## src/rtl/iurhp_pkg.sv

```systemverilog
`timescale 1ns / 1ps

package iurhp_pkg;

   // Default width of the saturating byte counter.
   localparam int DEFAULT_COUNTER_BITS = 16;

   // Header geometry, in bytes.
   localparam int RTP_HEADER_BYTES  = 12;
   localparam int ETH_BYTES         = 14;
   localparam int ETHERTYPE_OFFSET  = 12;
   localparam int PROTOCOL_OFFSET   = 9;
   localparam int ADDR_START        = 12;
   localparam int ADDR_SPLIT        = 16;
   localparam int ADDR_END          = 20;
   localparam int PORT_BASE_PLAIN   = 20;
   localparam int PORT_BASE_OPTIONS = 28;
   localparam int PORT_BYTES        = 4;
   localparam int RTP_START         = 28;
   localparam int MIN_IP_BYTES      = RTP_START + RTP_HEADER_BYTES;

   // Field values checked in the headers.
   localparam logic [7:0] ETHERTYPE_HI   = 8'h08;
   localparam logic [7:0] ETHERTYPE_LO   = 8'h00;
   localparam logic [7:0] UDP_PROTOCOL   = 8'h11;
   localparam logic [3:0] IHL_NO_OPTIONS = 4'h5;

   // Register file geometry.
   localparam int CSR_INDEX_BITS = 1;
   localparam int CSR_DATA_BITS  = 16;
   localparam logic [CSR_DATA_BITS-1:0] MAX_PAYLOAD_RESET = 16'hFFFF;

   typedef enum logic [CSR_INDEX_BITS-1:0] {
      CSR_STRIP_ETHERNET,
      CSR_MAX_PAYLOAD
   } csr_index_type;

   typedef enum logic [2:0] {
      STATUS_OK,
      STATUS_BAD_ETHERTYPE,
      STATUS_TOO_SHORT,
      STATUS_NOT_UDP,
      STATUS_BAD_LENGTH
   } status_type;

   // Header fields gathered while a packet streams through.
   typedef struct packed {
      logic                              ethertype_ok;
      logic [7:0]                        protocol_byte;
      logic [1:0][31:0]                  address_words;
      logic [1:0][15:0]                  port_words;
      logic [RTP_HEADER_BYTES-1:0][7:0]  rtp_bytes;
   } packet_fields_type;

endpackage

```

## src/rtl/iurhp_capture.sv

```systemverilog
`timescale 1ns / 1ps

module iurhp_capture #(
   parameter int COUNTER_BITS = iurhp_pkg::DEFAULT_COUNTER_BITS
) (
   input  logic                          clock,
   input  logic                          reset,
   input  logic                          accept,
   input  logic [7:0]                    data_byte,
   input  logic                          last_byte,
   input  logic                          strip_ethernet,
   output logic [COUNTER_BITS-1:0]       count_next,
   output iurhp_pkg::packet_fields_type  fields_next
);

   localparam logic [COUNTER_BITS-1:0] COUNT_MAX    = '1;
   localparam logic [COUNTER_BITS-1:0] OFF_ETH      = COUNTER_BITS'(iurhp_pkg::ETH_BYTES);
   localparam logic [COUNTER_BITS-1:0] OFF_ETYPE    =
      COUNTER_BITS'(iurhp_pkg::ETHERTYPE_OFFSET);
   localparam logic [COUNTER_BITS-1:0] OFF_ETYPE_LO =
      COUNTER_BITS'(iurhp_pkg::ETHERTYPE_OFFSET + 1);
   localparam logic [COUNTER_BITS-1:0] OFF_PROTO    =
      COUNTER_BITS'(iurhp_pkg::PROTOCOL_OFFSET);
   localparam logic [COUNTER_BITS-1:0] OFF_ADDR     = COUNTER_BITS'(iurhp_pkg::ADDR_START);
   localparam logic [COUNTER_BITS-1:0] OFF_ADDR_MID = COUNTER_BITS'(iurhp_pkg::ADDR_SPLIT);
   localparam logic [COUNTER_BITS-1:0] OFF_ADDR_END = COUNTER_BITS'(iurhp_pkg::ADDR_END);
   localparam logic [COUNTER_BITS-1:0] OFF_PORT_PL  =
      COUNTER_BITS'(iurhp_pkg::PORT_BASE_PLAIN);
   localparam logic [COUNTER_BITS-1:0] OFF_PORT_OPT =
      COUNTER_BITS'(iurhp_pkg::PORT_BASE_OPTIONS);
   localparam logic [COUNTER_BITS-1:0] PORT_LEN     = COUNTER_BITS'(iurhp_pkg::PORT_BYTES);
   localparam logic [COUNTER_BITS-1:0] PORT_HALF    =
      COUNTER_BITS'(iurhp_pkg::PORT_BYTES / 2);
   localparam logic [COUNTER_BITS-1:0] OFF_RTP      = COUNTER_BITS'(iurhp_pkg::RTP_START);

   logic [COUNTER_BITS-1:0]       byte_position_ff;
   logic                          options_present_ff;
   logic                          options_present_in;
   iurhp_pkg::packet_fields_type  fields_ff;
   iurhp_pkg::packet_fields_type  fields_in;

   logic [COUNTER_BITS-1:0] base;
   logic [COUNTER_BITS-1:0] offset;
   logic [COUNTER_BITS-1:0] port_base;
   logic                    in_ip;

   // Decode the current byte against its position and update the captured fields.
   always_comb begin
      base               = strip_ethernet ? OFF_ETH : '0;
      in_ip              = byte_position_ff >= base;
      offset             = byte_position_ff - base;
      port_base          = options_present_ff ? OFF_PORT_OPT : OFF_PORT_PL;
      fields_in          = fields_ff;
      options_present_in = options_present_ff;

      if (strip_ethernet) begin
         if (byte_position_ff == OFF_ETYPE) begin
            fields_in.ethertype_ok = (data_byte == iurhp_pkg::ETHERTYPE_HI);
         end else if (byte_position_ff == OFF_ETYPE_LO) begin
            fields_in.ethertype_ok = fields_ff.ethertype_ok &&
                                     (data_byte == iurhp_pkg::ETHERTYPE_LO);
         end
      end

      if (in_ip) begin
         if (offset == '0) begin
            options_present_in = (data_byte[3:0] > iurhp_pkg::IHL_NO_OPTIONS);
         end
         if (offset == OFF_PROTO) begin
            fields_in.protocol_byte = data_byte;
         end
         if ((offset >= OFF_ADDR) && (offset < OFF_ADDR_END)) begin
            if (offset < OFF_ADDR_MID) begin
               fields_in.address_words[0] = {fields_ff.address_words[0][23:0], data_byte};
            end else begin
               fields_in.address_words[1] = {fields_ff.address_words[1][23:0], data_byte};
            end
         end
         if ((offset >= port_base) && (offset < port_base + PORT_LEN)) begin
            if (offset < port_base + PORT_HALF) begin
               fields_in.port_words[0] = {fields_ff.port_words[0][7:0], data_byte};
            end else begin
               fields_in.port_words[1] = {fields_ff.port_words[1][7:0], data_byte};
            end
         end
         for (int k = 0; k < iurhp_pkg::RTP_HEADER_BYTES; k++) begin
            if (offset == OFF_RTP + COUNTER_BITS'(k)) begin
               fields_in.rtp_bytes[k] = data_byte;
            end
         end
      end

      // The counter sticks at its maximum on very long packets.
      count_next  = (byte_position_ff == COUNT_MAX) ? byte_position_ff
                                                    : byte_position_ff + 1'b1;
      fields_next = fields_in;
   end

   // Packet state returns to zero after every final byte.
   always_ff @(posedge clock) begin
      if (reset || (accept && last_byte)) begin
         byte_position_ff   <= '0;
         options_present_ff <= 1'b0;
         fields_ff          <= '0;
      end else if (accept) begin
         byte_position_ff   <= count_next;
         options_present_ff <= options_present_in;
         fields_ff          <= fields_in;
      end
   end

endmodule

```

## src/rtl/ipv4_udp_rtp_header_parser.sv

```systemverilog
`timescale 1ns / 1ps

// IPv4 / UDP / RTP header parser.
// Packet bytes arrive on the req_ channel, one per request, in wire order, with
// req_last_byte marking the final byte. One result per packet leaves on the rsp_
// channel: a status code and the captured IP, UDP and RTP header fields, all zero
// unless the status is OK. Both channels use valid/ready.
// Throughput is one byte per cycle unless a final byte waits: each byte is decoded
// by a position compare and captured straight into the header registers on accept.
// Latency: the result is valid in the cycle after the final byte is accepted.
// The csr_ port writes strip_ethernet (index 0) and max_payload_bytes (index 1)
// with no wait states.
// Reset clears the byte counter and captured fields, drops any pending result,
// and sets strip_ethernet to 0 and max_payload_bytes to 65535.
// When the receiver stalls, the result is held in the output register; bytes
// other than the final one are still accepted, and only the final byte of the
// next packet waits until the held result has been taken.
module ipv4_udp_rtp_header_parser #(
   parameter int COUNTER_BITS = iurhp_pkg::DEFAULT_COUNTER_BITS
) (
   input  logic                                 clock,
   input  logic                                 reset,
   input  logic                                 req_valid,
   output logic                                 req_ready,
   input  logic [7:0]                           req_data_byte,
   input  logic                                 req_last_byte,
   output logic                                 rsp_valid,
   input  logic                                 rsp_ready,
   output logic [2:0]                           rsp_status,
   output logic [31:0]                          rsp_source_ip,
   output logic [31:0]                          rsp_dest_ip,
   output logic [15:0]                          rsp_source_port,
   output logic [15:0]                          rsp_dest_port,
   output logic [1:0]                           rsp_rtp_version,
   output logic [2:0]                           rsp_rtp_flag_bits,
   output logic [3:0]                           rsp_contrib_count,
   output logic [6:0]                           rsp_media_type,
   output logic [15:0]                          rsp_seq_number,
   output logic [31:0]                          rsp_rtp_timestamp,
   output logic [31:0]                          rsp_rtp_offset,
   input  logic                                 csr_write_enable,
   input  logic [iurhp_pkg::CSR_INDEX_BITS-1:0] csr_index,
   input  logic [iurhp_pkg::CSR_DATA_BITS-1:0]  csr_write_data
);

   localparam int CMP_BITS = (COUNTER_BITS > iurhp_pkg::CSR_DATA_BITS) ?
                             COUNTER_BITS : iurhp_pkg::CSR_DATA_BITS;
   localparam logic [COUNTER_BITS-1:0] OFF_ETH = COUNTER_BITS'(iurhp_pkg::ETH_BYTES);
   localparam logic [COUNTER_BITS-1:0] MIN_IP  = COUNTER_BITS'(iurhp_pkg::MIN_IP_BYTES);

   logic                                strip_ethernet_ff;
   logic [iurhp_pkg::CSR_DATA_BITS-1:0] max_payload_ff;

   logic                          req_accept;
   logic                          last_accept;
   logic [COUNTER_BITS-1:0]       count_next;
   iurhp_pkg::packet_fields_type  fields_next;

   logic [COUNTER_BITS-1:0]       base;
   logic [COUNTER_BITS-1:0]       ip_count;
   logic [COUNTER_BITS-1:0]       payload_len;
   iurhp_pkg::status_type         status;

   logic        rsp_valid_ff;
   logic        rsp_valid_in;
   logic [2:0]  status_ff;
   logic [31:0] source_ip_ff;
   logic [31:0] dest_ip_ff;
   logic [15:0] source_port_ff;
   logic [15:0] dest_port_ff;
   logic [1:0]  rtp_version_ff;
   logic [2:0]  rtp_flag_bits_ff;
   logic [3:0]  contrib_count_ff;
   logic [6:0]  media_type_ff;
   logic [15:0] seq_number_ff;
   logic [31:0] rtp_timestamp_ff;
   logic [31:0] rtp_offset_ff;

   // Configuration registers.
   always_ff @(posedge clock) begin
      if (reset) begin
         strip_ethernet_ff <= 1'b0;
         max_payload_ff    <= iurhp_pkg::MAX_PAYLOAD_RESET;
      end else if (csr_write_enable) begin
         unique case (iurhp_pkg::csr_index_type'(csr_index))
            iurhp_pkg::CSR_STRIP_ETHERNET: strip_ethernet_ff <= csr_write_data[0];
            iurhp_pkg::CSR_MAX_PAYLOAD:    max_payload_ff    <= csr_write_data;
            default: ;
         endcase
      end
   end

   // Only a final byte needs the output register, so only it waits on a held result.
   assign req_ready   = !rsp_valid_ff || rsp_ready || !req_last_byte;
   assign req_accept  = req_valid && req_ready;
   assign last_accept = req_accept && req_last_byte;

   iurhp_capture #(
      .COUNTER_BITS (COUNTER_BITS)
   ) u_capture (
      .clock          (clock),
      .reset          (reset),
      .accept         (req_accept),
      .data_byte      (req_data_byte),
      .last_byte      (req_last_byte),
      .strip_ethernet (strip_ethernet_ff),
      .count_next     (count_next),
      .fields_next    (fields_next)
   );

   // Packet checks, in priority order.
   always_comb begin
      base        = strip_ethernet_ff ? OFF_ETH : '0;
      ip_count    = count_next - base;
      payload_len = ip_count - MIN_IP;
      if (strip_ethernet_ff && ((count_next < OFF_ETH) || !fields_next.ethertype_ok)) begin
         status = iurhp_pkg::STATUS_BAD_ETHERTYPE;
      end else if (ip_count < MIN_IP) begin
         status = iurhp_pkg::STATUS_TOO_SHORT;
      end else if (fields_next.protocol_byte != iurhp_pkg::UDP_PROTOCOL) begin
         status = iurhp_pkg::STATUS_NOT_UDP;
      end else if ((payload_len == '0) ||
                   (CMP_BITS'(payload_len) > CMP_BITS'(max_payload_ff))) begin
         status = iurhp_pkg::STATUS_BAD_LENGTH;
      end else begin
         status = iurhp_pkg::STATUS_OK;
      end
   end

   // Result valid flag.
   always_comb begin
      if (last_accept) begin
         rsp_valid_in = 1'b1;
      end else if (rsp_ready) begin
         rsp_valid_in = 1'b0;
      end else begin
         rsp_valid_in = rsp_valid_ff;
      end
   end

   always_ff @(posedge clock) begin
      if (reset) begin
         rsp_valid_ff <= 1'b0;
      end else begin
         rsp_valid_ff <= rsp_valid_in;
      end
   end

   // Result payload; every field other than status is zero for a failed packet.
   always_ff @(posedge clock) begin
      if (last_accept) begin
         status_ff <= status;
         if (status == iurhp_pkg::STATUS_OK) begin
            source_ip_ff       <= fields_next.address_words[0];
            dest_ip_ff         <= fields_next.address_words[1];
            source_port_ff     <= fields_next.port_words[0];
            dest_port_ff       <= fields_next.port_words[1];
            rtp_version_ff     <= fields_next.rtp_bytes[0][7:6];
            rtp_flag_bits_ff   <= {fields_next.rtp_bytes[0][5:4], fields_next.rtp_bytes[1][7]};
            contrib_count_ff   <= fields_next.rtp_bytes[0][3:0];
            media_type_ff      <= fields_next.rtp_bytes[1][6:0];
            seq_number_ff      <= {fields_next.rtp_bytes[2], fields_next.rtp_bytes[3]};
            rtp_timestamp_ff   <= {fields_next.rtp_bytes[4], fields_next.rtp_bytes[5],
                                   fields_next.rtp_bytes[6], fields_next.rtp_bytes[7]};
            rtp_offset_ff      <= {fields_next.rtp_bytes[8], fields_next.rtp_bytes[9],
                                   fields_next.rtp_bytes[10], fields_next.rtp_bytes[11]};
         end else begin
            source_ip_ff       <= '0;
            dest_ip_ff         <= '0;
            source_port_ff     <= '0;
            dest_port_ff       <= '0;
            rtp_version_ff     <= '0;
            rtp_flag_bits_ff   <= '0;
            contrib_count_ff   <= '0;
            media_type_ff      <= '0;
            seq_number_ff      <= '0;
            rtp_timestamp_ff   <= '0;
            rtp_offset_ff      <= '0;
         end
      end
   end

   assign rsp_valid           = rsp_valid_ff;
   assign rsp_status          = status_ff;
   assign rsp_source_ip       = source_ip_ff;
   assign rsp_dest_ip         = dest_ip_ff;
   assign rsp_source_port     = source_port_ff;
   assign rsp_dest_port       = dest_port_ff;
   assign rsp_rtp_version     = rtp_version_ff;
   assign rsp_rtp_flag_bits   = rtp_flag_bits_ff;
   assign rsp_contrib_count   = contrib_count_ff;
   assign rsp_media_type      = media_type_ff;
   assign rsp_seq_number      = seq_number_ff;
   assign rsp_rtp_timestamp   = rtp_timestamp_ff;
   assign rsp_rtp_offset      = rtp_offset_ff;

endmodule

```

## config.mk

```make
export PLATFORM = sky130hd
export DESIGN_NAME = ipv4_udp_rtp_header_parser
export DESIGN_NICKNAME = d
export VERILOG_FILES = /design/src/rtl/iurhp_pkg.sv /design/src/rtl/iurhp_capture.sv /design/src/rtl/ipv4_udp_rtp_header_parser.sv
export SDC_FILE = /design/constraint.sdc
export NUM_CORES = 1
export LEC_CHECK = 0
export BUFFER_PORTS_ARGS = -buffer_cell sky130_fd_sc_hd__buf_2
export CORE_MARGIN = 2
export CORE_UTILIZATION = 35
export CTS_CLUSTER_SIZE = 10
export DETAILED_ROUTE_END_ITERATION = 10
export GPL_TIMING_DRIVEN = 0
export PLACE_DENSITY = 0.51
export SYNTH_ARGS = -nofsm -noshare
export SYNTH_HDL_FRONTEND = slang
export SYNTH_SLANG_ARGS = --single-unit
```

## constraint.sdc

```tcl
create_clock -name clock -period 27 [get_ports clock]
set_input_delay 1.35 -clock clock [delete_from_list [all_inputs] [get_ports clock]]
set_output_delay 1.35 -clock clock [all_outputs]
set_load 0.005 [all_outputs]
```

==> run metrics, run 1 <==
placed insts 3,042; Ports about 230; Root Buffer clkbuf_16; Worst Path Required 27.26 ns; Synth top area share 26.8%; setup_tns 0 ns; total track usage 20.4%; Max Used Layer met5; final hold vios 0; Die Span Y 254 um; Finished Layout Cells 3,136; critical path class reg -> reg; total die area 64,500 sq um; Avg Cell Area, Syn 11.0 sq um; DRT met1 WL 31,200 um; post-synthesis cell type count 76; PwrDens 59.1 nW/um^2; Post-Route WL 67,000 um; Core ar. 61,700 sq um; Commonest cells post-synth mux2i_1, dfxtp_1, edfxtp_1, nor2_1, nand2_1; design area 25,700 sq um; synth top area cells edfxtp_1, dfxtp_1, mux2i_1; Worst Setup Start Kind flip-flop; vias per cell 5.20; grt total ovfl 0; hold slack final roughly 0.46 ns; Initial Utilization 35.4%; final number of max-transition violations 0; vias between 15,000 and 20,000; vias in the first global route 16,000; status complete, no violations; share of layout cells above drive strength 1 24.1%; peak supply drop 0.0000481 V; CTS tree done; placed cell area 24,100 sq um; sequential share of the synthesized area 48.4%; Clock Tree Buf Depth 3; CTS Sinks 431; Synth async-reset ratio 0%; most common cell in the netlist mux2i_1; FILL cells 6,067; met3 WL 3770 um; endpoints failing setup 0; Fmax 115 MHz; Ant. Diodes 0; layout net count 2,321; post-cts sizing count 0; crit path cell chain ha_1 > nand3_1 > nor4_4 > nor2_1 > xor2_1 > ha_1 > clkbuf_1 > nor2b_1 > nor2_1 > nand3_1 > nor4_4 > nand2_1 > xor2_1 > nor4_4 > nand2_1 > xor2_1 > ha_1 > nand4_1 > nor2_1 > o21ai_0 > a21oi_1 > clkbuf_1 > clkbuf_1 > nor4_1; slowest cell on the critical path a21oi_1; Synth Register Bits 431; Max-Cap Viols 0; DR WL/cell ~21 um; crit end category flip-flop; Post-route DRC 0; setup bufs post-CTS 0; Post-CTS Hold Fix Bufs 0; gp weighted congestion 0.869; Detailed Place HPWL 47,600 um; Worst Tran Pin Value 1.32 ns; post-synthesis cell area 21,900 sq um; leakage 8.58 nW; Worst Path Arrival 8.97 ns; Final Core Density 41.6%; H-tree Lvls 2; Syn. warnings 0; antenna violations before repair 7; Initial DRT Pass Iterations 6; post-route setup slack 18.29 ns; Final Cycle Share 32.3%; area grow syn2layout 17.4%; Post-Syn Instances 1,981; Die Wd 254 um; EDFF count, synth ~200; final antenna-violating net count 0; first-pass GRT wire length roughly 100,000 um; IO buf count 218; FP Rows 91; syn_nets 2,044; Reg clk slew, reported paths 0.06 ns; fin crit period 8.71 ns; crit path max fanout 10; RSZ-0062 raised after global routing false; CP peak stage delay 0.90 ns; Hold Crit Class reg -> reg; largest net degree at the start of global routing 36; Synth Flop Type dfxtp_1; Num CTS Buffers 51; Power, Total 1.52 mW; Seq. cell area between 10,000 and 15,000 sq um; Synth area leader edfxtp_1; Slew HR 12.1%; Iteration-0 DRC Markers 1,153; DP Worst Slack 18.38 ns; footprint of the multi-input gates 10,300 sq um; Setup Skew 0.0421 ns; clk_lat worst skew 0.62 ns; WL met2 30,300 um
==> cells in the final DEF (no fill, tap or decap), types with 23 or more instances in the layout <==
master,instances
nor2_1,195
inv_1,32
nand2_1,175
nor4_2,172
ha_1,30
buf_2,253
clkbuf_16,52
clkbuf_1,140
mux2i_1,335
dfxtp_1,236
and3_1,23
a21oi_1,95
edfxtp_1,195
nor4_1,30
==> layout make-up <==
type | count | area share, %
Timing Repair Buffer | 224 | 4.71
Buffer | 180 | 3.41
Clock buffer | 88 | 5.75
Inverter | 33 | 0.482
Tap cell | 837 | 4.08
Clock inverter | 6 | 0.273
Multi-Input combinational cell | 1337 | 40.1
Sequential cell | 431 | 41.2
==> kinds of logic after synthesis <==
family,count (synthesis),synth area share (%)
AOI/OAI and AO/OA,197,5.90
buffers and inverters,213,4.58
xor gates and xnor gates,38,1.59
DFF,431,48.4
adders and majority gates,32,1.90
muxes,336,15.4
and+or+nand+nor,734,22.3
==> sequential cells by signal, indices dropped and copies added, names as in the netlist <==
register and count:
rsp_rtp_timestamp 32, rsp_source_ip 32, u_capture.fields_ff 201, rsp_rtp_offset 32, max_payload_ff 16, rsp_valid 1, rsp_dest_ip 32, rsp_status 3
rsp_rtp_flag_bits 3, rsp_media_type 7, rsp_seq_number 16, rsp_dest_port 16, rsp_source_port 16, u_capture.byte_position_ff 16, rsp_rtp_version 2, strip_ethernet_ff 1
rsp_contrib_count 4, u_capture.options_present_ff 1
==> report_power, final <==
group | switching, mW | internal [mW]
logic | 0.119 | 0.0517
registers | 0.00646 | 0.694
clock network | 0.277 | 0.370
==> worst paths after layout <==
kind | from | to | slack (ns) | cells after the start
setup / recovery | u_capture.byte_position_ff[0] | rsp_source_ip[31] | 18.29 | 24
hold / removal | u_capture.fields_ff[154] | u_capture.fields_ff[154] | 0.46 | 2
hold reg to reg | u_capture.fields_ff[154] | u_capture.fields_ff[154] | 0.46 | 2
setup reg to reg | u_capture.byte_position_ff[0] | rsp_source_ip[31] | 18.29 | 24
==> worst max-delay path, delay by kind of cell, from the launching register on <==
family | cells | cell delay, ns
compound gates | 2 | 0.99
xor+xnor | 3 | 0.73
fa+ha+maj | 3 | 0.94
buf+inv | 3 | 1.63
flops | 1 | 0.49
simple gates | 13 | 3.58
==> per-layer routing <==
metal  GRT usage, %  vias up
met2           32.3      388
met4           5.85       12
li1               -     7833
met5              0        -
met1           27.9     7962
met3           4.36      106
No activity file was read; power rests on OpenSTA's default activity.
==> run 2: changes to the inputs <==
ABC_AREA = 1   (was not set)
PLACE_DENSITY = 0.53   (was 0.51)
clock period = 7.8 ns   (was 27 ns; I/O delays follow)
==> run 2 against run 1 <==
Effect of this change: fmax is 48% higher; synthesized cell count is 31% higher; non-clock buffer count is 35 lower; design area is 0.12% higher; combinational power grew to 4.9 times the previous value; die area is 0.26% higher; cell count is 20% higher; via count is 10% higher; core utilization hardly changed; worst hold slack worse by 0.43 ns; critical endpoint is now rsp_source_port[11]; sequential power grew to 3.6 times the previous value.
==> run metrics, run 2 <==
critical path's most frequent cell nand2_1; max reg flops 201 (unchanged); Worst Tran Pin Value 1.30 ns (was 1.32 ns); R2R cell count 37 (was 24); Synth top area share 26.7% (was 26.8%); CP top delay family simple AND/OR/NAND/NOR gates (unchanged); vias 17,900 (was 16,300); Ant. Diodes 0 (unchanged); Post-CTS Hold Fix Bufs 1 (was 0); final hold vios 0 (unchanged); slowest cell on the critical path dfxtp_1 (was a21oi_1); IO buf count 227 (was 218); CTS tree done (unchanged); Iteration-0 DRC Markers 1,140 (was 1,153); Worst Setup Start Kind flip-flop (unchanged); Post-route DRC 0 (unchanged); Post-Route WL 65,100 um (was 67,000 um); Synth async-reset ratio 0% (unchanged); clk_lat worst skew 0.60 ns (was 0.62 ns); fin crit period 5.87 ns (was 8.71 ns); crit end category flip-flop (unchanged); CTS Sinks 431 (unchanged); DR WL/cell 17.3 um (was 21.4 um); number of cells on the critical path 37 (was 24); Fmax 170 MHz (was 115 MHz); Reg clk slew, reported paths 0.06 ns (about the same); Final Cycle Share 75.2% (was 32.3%); Initial Utilization 35.5% (was 35.4%); post-cts sizing count 0 (unchanged); share of layout cells above drive strength 1 18.6% (was 24.1%); H-tree Lvls 2 (unchanged); layout net count 2,945 (was 2,321); grt total ovfl 0 (unchanged); post-synthesis cell type count 43 (was 76); final number of max-transition violations 0 (unchanged); reg2reg setup slack 1.93 ns (was 18.29 ns); Synth Register Bits 431 (unchanged); syn_nets 2,662 (was 2,044); status complete, no violations (unchanged); Synth Flop Type dfxtp_1 (unchanged); Synth area leader edfxtp_1 (unchanged); synth top area cells edfxtp_1, dfxtp_1, nand2_1 (was edfxtp_1, dfxtp_1, mux2i_1); hold slack final 0.0303 ns (was 0.456 ns); endpoints failing setup 0 (unchanged); Clock Tree Buf Depth 3 (unchanged); most common cell in the netlist nand2_1 (was mux2i_1); vias in the first global route 17,500 (was 16,000); antenna violations before repair 0 (was 7); Bufs and invs on worst path 9 (was 3); leakage 11.8 nW (was 8.58 nW); crit path max fanout 10 (unchanged); largest net degree at the start of global routing 130 (was 36); FP Rows 91 (unchanged); gp weighted congestion 0.876 (was 0.869); total die area 64,700 sq um (was 64,500 sq um); post-synthesis cell area 21,900 sq um (about the same); total track usage 20.0% (was 20.4%); Detailed Place HPWL 48,200 um (was 47,600 um); critical path class reg -> reg (unchanged); Hold Path Cell Cnt 3 (was 2); Syn. warnings 0 (unchanged); Num CTS Buffers 52 (was 51); CP peak stage delay 0.40 ns (was 0.90 ns); vias per cell 4.77 (was 5.20); sequential share of the synthesized area 48.2% (was 48.4%); Worst Path Required 8.13 ns (was 27.26 ns); Avg Cell Area, Syn 8.44 sq um (was 11.0 sq um); Worst Path Arrival 6.20 ns (was 8.97 ns); most common cell after layout, fill and taps aside nand2_1 (was mux2i_1); Slew HR 12.6% (was 12.1%); Biggest register u_capture.fields_ff (unchanged); commonest non-fill, non-tap cells in the layout nand2_1, inv_1, o21ai_0, buf_2, dfxtp_1 (was mux2i_1, buf_2, dfxtp_1, nor2_1, edfxtp_1); Initial DRT Pass Iterations 5 (was 6); Die Wd 254 um (about the same); Die Span Y 254 um (about the same); Post-Syn Instances 2,599 (was 1,981); Max-Cap Viols 0 (unchanged); EDFF count, synth 195 (unchanged); Final Core Density 41.6% (about the same); Hold Crit Class in -> reg (was reg -> reg); area grow syn2layout 17.3% (was 17.4%); first-pass GRT wire length 100,000 um (was 99,200 um); Commonest cells post-synth nand2_1, inv_1, o21ai_0, dfxtp_1, edfxtp_1 (was mux2i_1, dfxtp_1, edfxtp_1, nor2_1, nand2_1); setup bufs post-CTS 0 (unchanged); Ports 228 (unchanged); setup_tns 0 ns (unchanged); Root Buffer clkbuf_16 (unchanged); Core ar. 61,800 sq um (was 61,700 sq um); peak supply drop 0.000151 V (was 0.0000481 V); PwrDens 218 nW/um^2 (was 59.1 nW/um^2); Setup Skew 0.0222 ns (was 0.0421 ns); final antenna-violating net count 0 (unchanged); RSZ-0062 raised after global routing false (unchanged)
## run 2: cell type report
cell class / instances / area (sq um)
multi-input combinational: 1535 / 8690
buffer: 140 / 817
fill: 6139 / 36100
sequential: 431 / 10600
clock inverter: 8 / 50.0
tap: 837 / 1050
timing repair buffer: 229 / 1170
clock buffer: 88 / 1510
inverter: 493 / 1860
## run 2: worst paths after layout
check                           startpoint             endpoint
max          u_capture.byte_position_ff[0]  rsp_source_port[11]
min                     csr_write_data[10]   max_payload_ff[10]
max reg2reg  u_capture.byte_position_ff[0]  rsp_source_port[11]
min reg2reg              max_payload_ff[0]    max_payload_ff[0]
## run 2: kinds of logic (layout without fill, tap and decap cells)
| family | Yosys count | count (layout) | synth area share (%) |
|---|---|---|---|
| mux | 32 | 32 | 1.46 |
| fa+ha+maj | 32 | 32 | 1.89 |
| flops | 431 | 431 | 48.2 |
| simple gates | 963 | 963 | 22.6 |
| xor+xnor | 9 | 9 | 0.359 |
| compound gates | 499 | 499 | 13.3 |
| buf+inv | 633 | 958 | 12.2 |
## run 2: where the power goes
part | leakage [nW] | internal, mW | switching, mW
clock | 0.753 | 1.31 | 0.957
sequential | 3.92 | 2.46 | 0.0531
combinational | 7.08 | 0.249 | 0.580
total | 11.8 | 4.01 | 1.59
## run 2: metrics by stage
stage	instance area (sq um)	worst slack [ns]	total power, mW	cells
floorplan	21900	2.64	3.14	2599
CTS	25700	1.91	5.66	3761
finish	25700	1.93	5.60	3761
global route	25700	1.30	5.87	3761
detailed placement	24200	1.95	3.39	3664
global placement	24100	0.471	3.37	3663
## run 2: routing by layer
layer,wire length [um],track usage (%)
met1,28200,25.5
met2,32200,35.2
met3,3100,2.57
met4,1600,5.70
met5,0,0
## run 2: worst reg2reg max path, delay by kind of cell, from the launching register on
family	cells	cell delay, ns
XOR/XNOR	1	0.28
AND/OR/NAND/NOR	22	2.59
AO/OA/AOI/OAI	1	0.27
buffers and inverters	9	1.03
adder cells (fa/ha/maj)	4	1.04
flip-flops	1	0.40
==> run 3: changes to the inputs <==
ABC_AREA = 0   (was 1)
PLACE_DENSITY = 0.51   (was 0.53)
clock period = 5.8 ns   (was 7.8 ns; I/O delays follow)
==> run 3 against run 2 <==
Effect of this change: combinational power is 19% higher; clock power is 33% higher; fmax is 4.1% higher; via count down 7.8%; sequential cell count unchanged; cell count down 16%; worst hold slack worse by 0.0087 ns; critical path depth fell by 10; largest cell class is now multi-input combinational cells; first-iteration DRC count shrank 9.1%; highest routed layer is now met5.
==> run metrics, run 3 (synthesis gave the netlist of run 1 again) <==
DR WL/cell 21.4 um (was 17.3 um); vias in the first global route 16,300 (was 17,500); reg2reg setup slack 0.17 ns (was 1.93 ns); Die Wd 254 um (about the same); CTS tree done (unchanged); grt total ovfl 0 (unchanged); Endpoint, Worst Hold max_payload_ff[7] (was max_payload_ff[10]); PwrDens 264 nW/um^2 (was 218 nW/um^2); share of layout cells above drive strength 1 28.0% (was 18.6%); Clock Tree Buf Depth 3 (unchanged); Num CTS Buffers 51 (was 52); R2R cell count 27 (was 37); most common cell after layout, fill and taps aside mux2i_1 (was nand2_1); antenna violations before repair 3 (was 0); gp weighted congestion 0.869 (was 0.876); endpoints failing setup 0 (unchanged); worst hold path startpoint csr_write_data[7] (was csr_write_data[10]); H-tree Lvls 2 (unchanged); commonest non-fill, non-tap cells in the layout mux2i_1, buf_2, dfxtp_1, edfxtp_1, nor2_1 (was nand2_1, inv_1, o21ai_0, buf_2, dfxtp_1); largest net degree at the start of global routing 38 (was 130); vias 16,500 (was 17,900); Initial DRT Pass Iterations 5 (unchanged); Hold Crit Class in -> reg (unchanged); R2R Path Start u_capture.byte_position_ff[0] (unchanged); Final Core Density 44.5% (was 41.6%); Power, Total 7.25 mW (was 5.60 mW); setup_tns 0 ns (unchanged); Max-Cap Viols 0 (unchanged); layout net count 2,351 (was 2,945); Post-route DRC 0 (unchanged); Reg clk slew, reported paths 0.06 ns (about the same); vias per cell 5.23 (was 4.77); Root Buffer clkbuf_16 (unchanged); Final Cycle Share 97.1% (was 75.2%); fin crit period 5.63 ns (was 5.87 ns); total die area 64,500 sq um (was 64,700 sq um); area grow syn2layout 25.5% (was 17.3%); Worst Tran Pin Value 1.27 ns (was 1.30 ns); max reg flops 201 (unchanged); Die Span Y 254 um (about the same); IO buf count 218 (was 227); placed cell area 24,200 sq um (about the same); clk_lat worst skew 0.62 ns (was 0.60 ns); design area 27,500 sq um (was 25,700 sq um); Ant. Diodes 0 (unchanged); status complete, no violations (unchanged); Iteration-0 DRC Markers 1,036 (was 1,140); final hold vios 0 (unchanged); crit path max fanout 11 (was 10); Ports 228 (unchanged); first-pass GRT wire length 102,000 um (was 100,000 um); Slew HR 14.9% (was 12.6%); Core ar. 61,700 sq um (was 61,800 sq um); final antenna-violating net count 0 (unchanged); crit end category flip-flop (unchanged); CTS Sinks 431 (unchanged); Worst Path Arrival 6.00 ns (was 6.20 ns); Worst Setup Start Kind flip-flop (unchanged); final number of max-transition violations 0 (unchanged); RSZ-0062 raised after global routing true (was false); Hold Path Cell Cnt 3 (unchanged); Biggest register u_capture.fields_ff (unchanged); total track usage 20.8% (was 20.0%); leakage 8.93 nW (was 11.8 nW); Worst Path Required 6.17 ns (was 8.13 ns); Detailed Place HPWL 47,700 um (was 48,200 um); Initial Utilization 35.4% (was 35.5%); FP Rows 91 (unchanged); Worst R2R End rsp_rtp_offset[2] (was rsp_source_port[11]); Post-Route WL 67,800 um (was 65,100 um); Fmax 178 MHz (was 170 MHz); Setup Skew 0.0345 ns (was 0.0222 ns); critical path class reg -> reg (unchanged); peak supply drop 0.000230 V (was 0.000151 V)
[run 3: worst max path at each step]
stage	from	end	depth (start not counted)	slack (ns)
floorplan	u_capture.byte_position_ff[0]	rsp_dest_ip[10]	24	-0.06
global placement	u_capture.byte_position_ff[0]	rsp_source_ip[31]	24	-2.61
detailed placement	u_capture.byte_position_ff[0]	rsp_source_ip[31]	24	-2.66
CTS	u_capture.byte_position_ff[6]	rsp_source_port[4]	25	0.003
global route	u_capture.byte_position_ff[0]	rsp_dest_ip[10]	30	-0.03
finish	u_capture.byte_position_ff[0]	rsp_rtp_offset[2]	27	0.17
[run 3: layer usage]
| metal | vias to the layer above | track usage (%) | share of wire, % |
|---|---|---|---|
| met1 | 8082 | 29.0 | 46 |
| met2 | 460 | 32.9 | 46 |
| met4 | 6 | 6.24 | 2.3 |
| met3 | 97 | 3.40 | 5.4 |
| met5 | - | 0 | 0.050 |
| li1 | 7895 | - | - |
[run 3: where the power goes]
part           internal, mW  switching [mW]
clock                  1.71            1.29
sequential             3.23          0.0304
combinational         0.356           0.633
total                  5.30            1.95
[run 3: final cells by class]
class | count | area (sq um)
clock buffers | 88 | 1470
multi-input cells | 1337 | 11500
repair buffers | 255 | 1510
clock inverters | 5 | 66.3
inverters | 33 | 124
well taps | 837 | 1050
fillers | 5846 | 34300
flip-flops and latches | 431 | 10600
plain buffers | 179 | 1110
[run 3: metrics by stage]
stage / std cells / worst slack (ns) / hold WS (ns)
after global routing: 3165 / -0.0308 / 0.0312
after global placement: 3036 / -2.61 / 0.441
after floorplan: 1981 / -0.0620 / 0.435
after CTS: 3154 / 0.00346 / 0.00291
after detailed placement: 3042 / -2.66 / 0.446
final: 3165 / 0.167 / 0.0216
[run 3: critical path: stages, from the launching register on]
cell	delay, ns
dfxtp_4	0.38
ha_4	0.17
and3_1	0.18
buf_6	0.12
nand4_1	0.10
buf_6	0.13
nand3_1	0.10
o21ai_2	0.10
inv_1	0.06
ha_1	0.27
nor2b_4	0.15
or2_4	0.26
a21oi_4	0.19
xnor2_2	0.15
ha_4	0.17
a21oi_1	0.05
a211oi_2	0.35
nand3b_4	0.13
o41a_1	0.34
a21o_1	0.18
ha_1	0.29
a21o_1	0.16
a21o_1	0.20
a211oi_4	0.26
a21oi_4	0.09
buf_12	0.17
clkbuf_16	0.20
nor4_2	0.45
[run 3: timing repair]
action | 4_1_cts | 5_1_grt
resized for setup | 133 | 125
gates cloned | 1 | 1
hold endpoints to repair | 6 | 0
endpoints found under the setup margin | 193 | 193
hold buffers | 6 | 0
pin swaps | 17 | 46
buffers inserted | 13 | 10
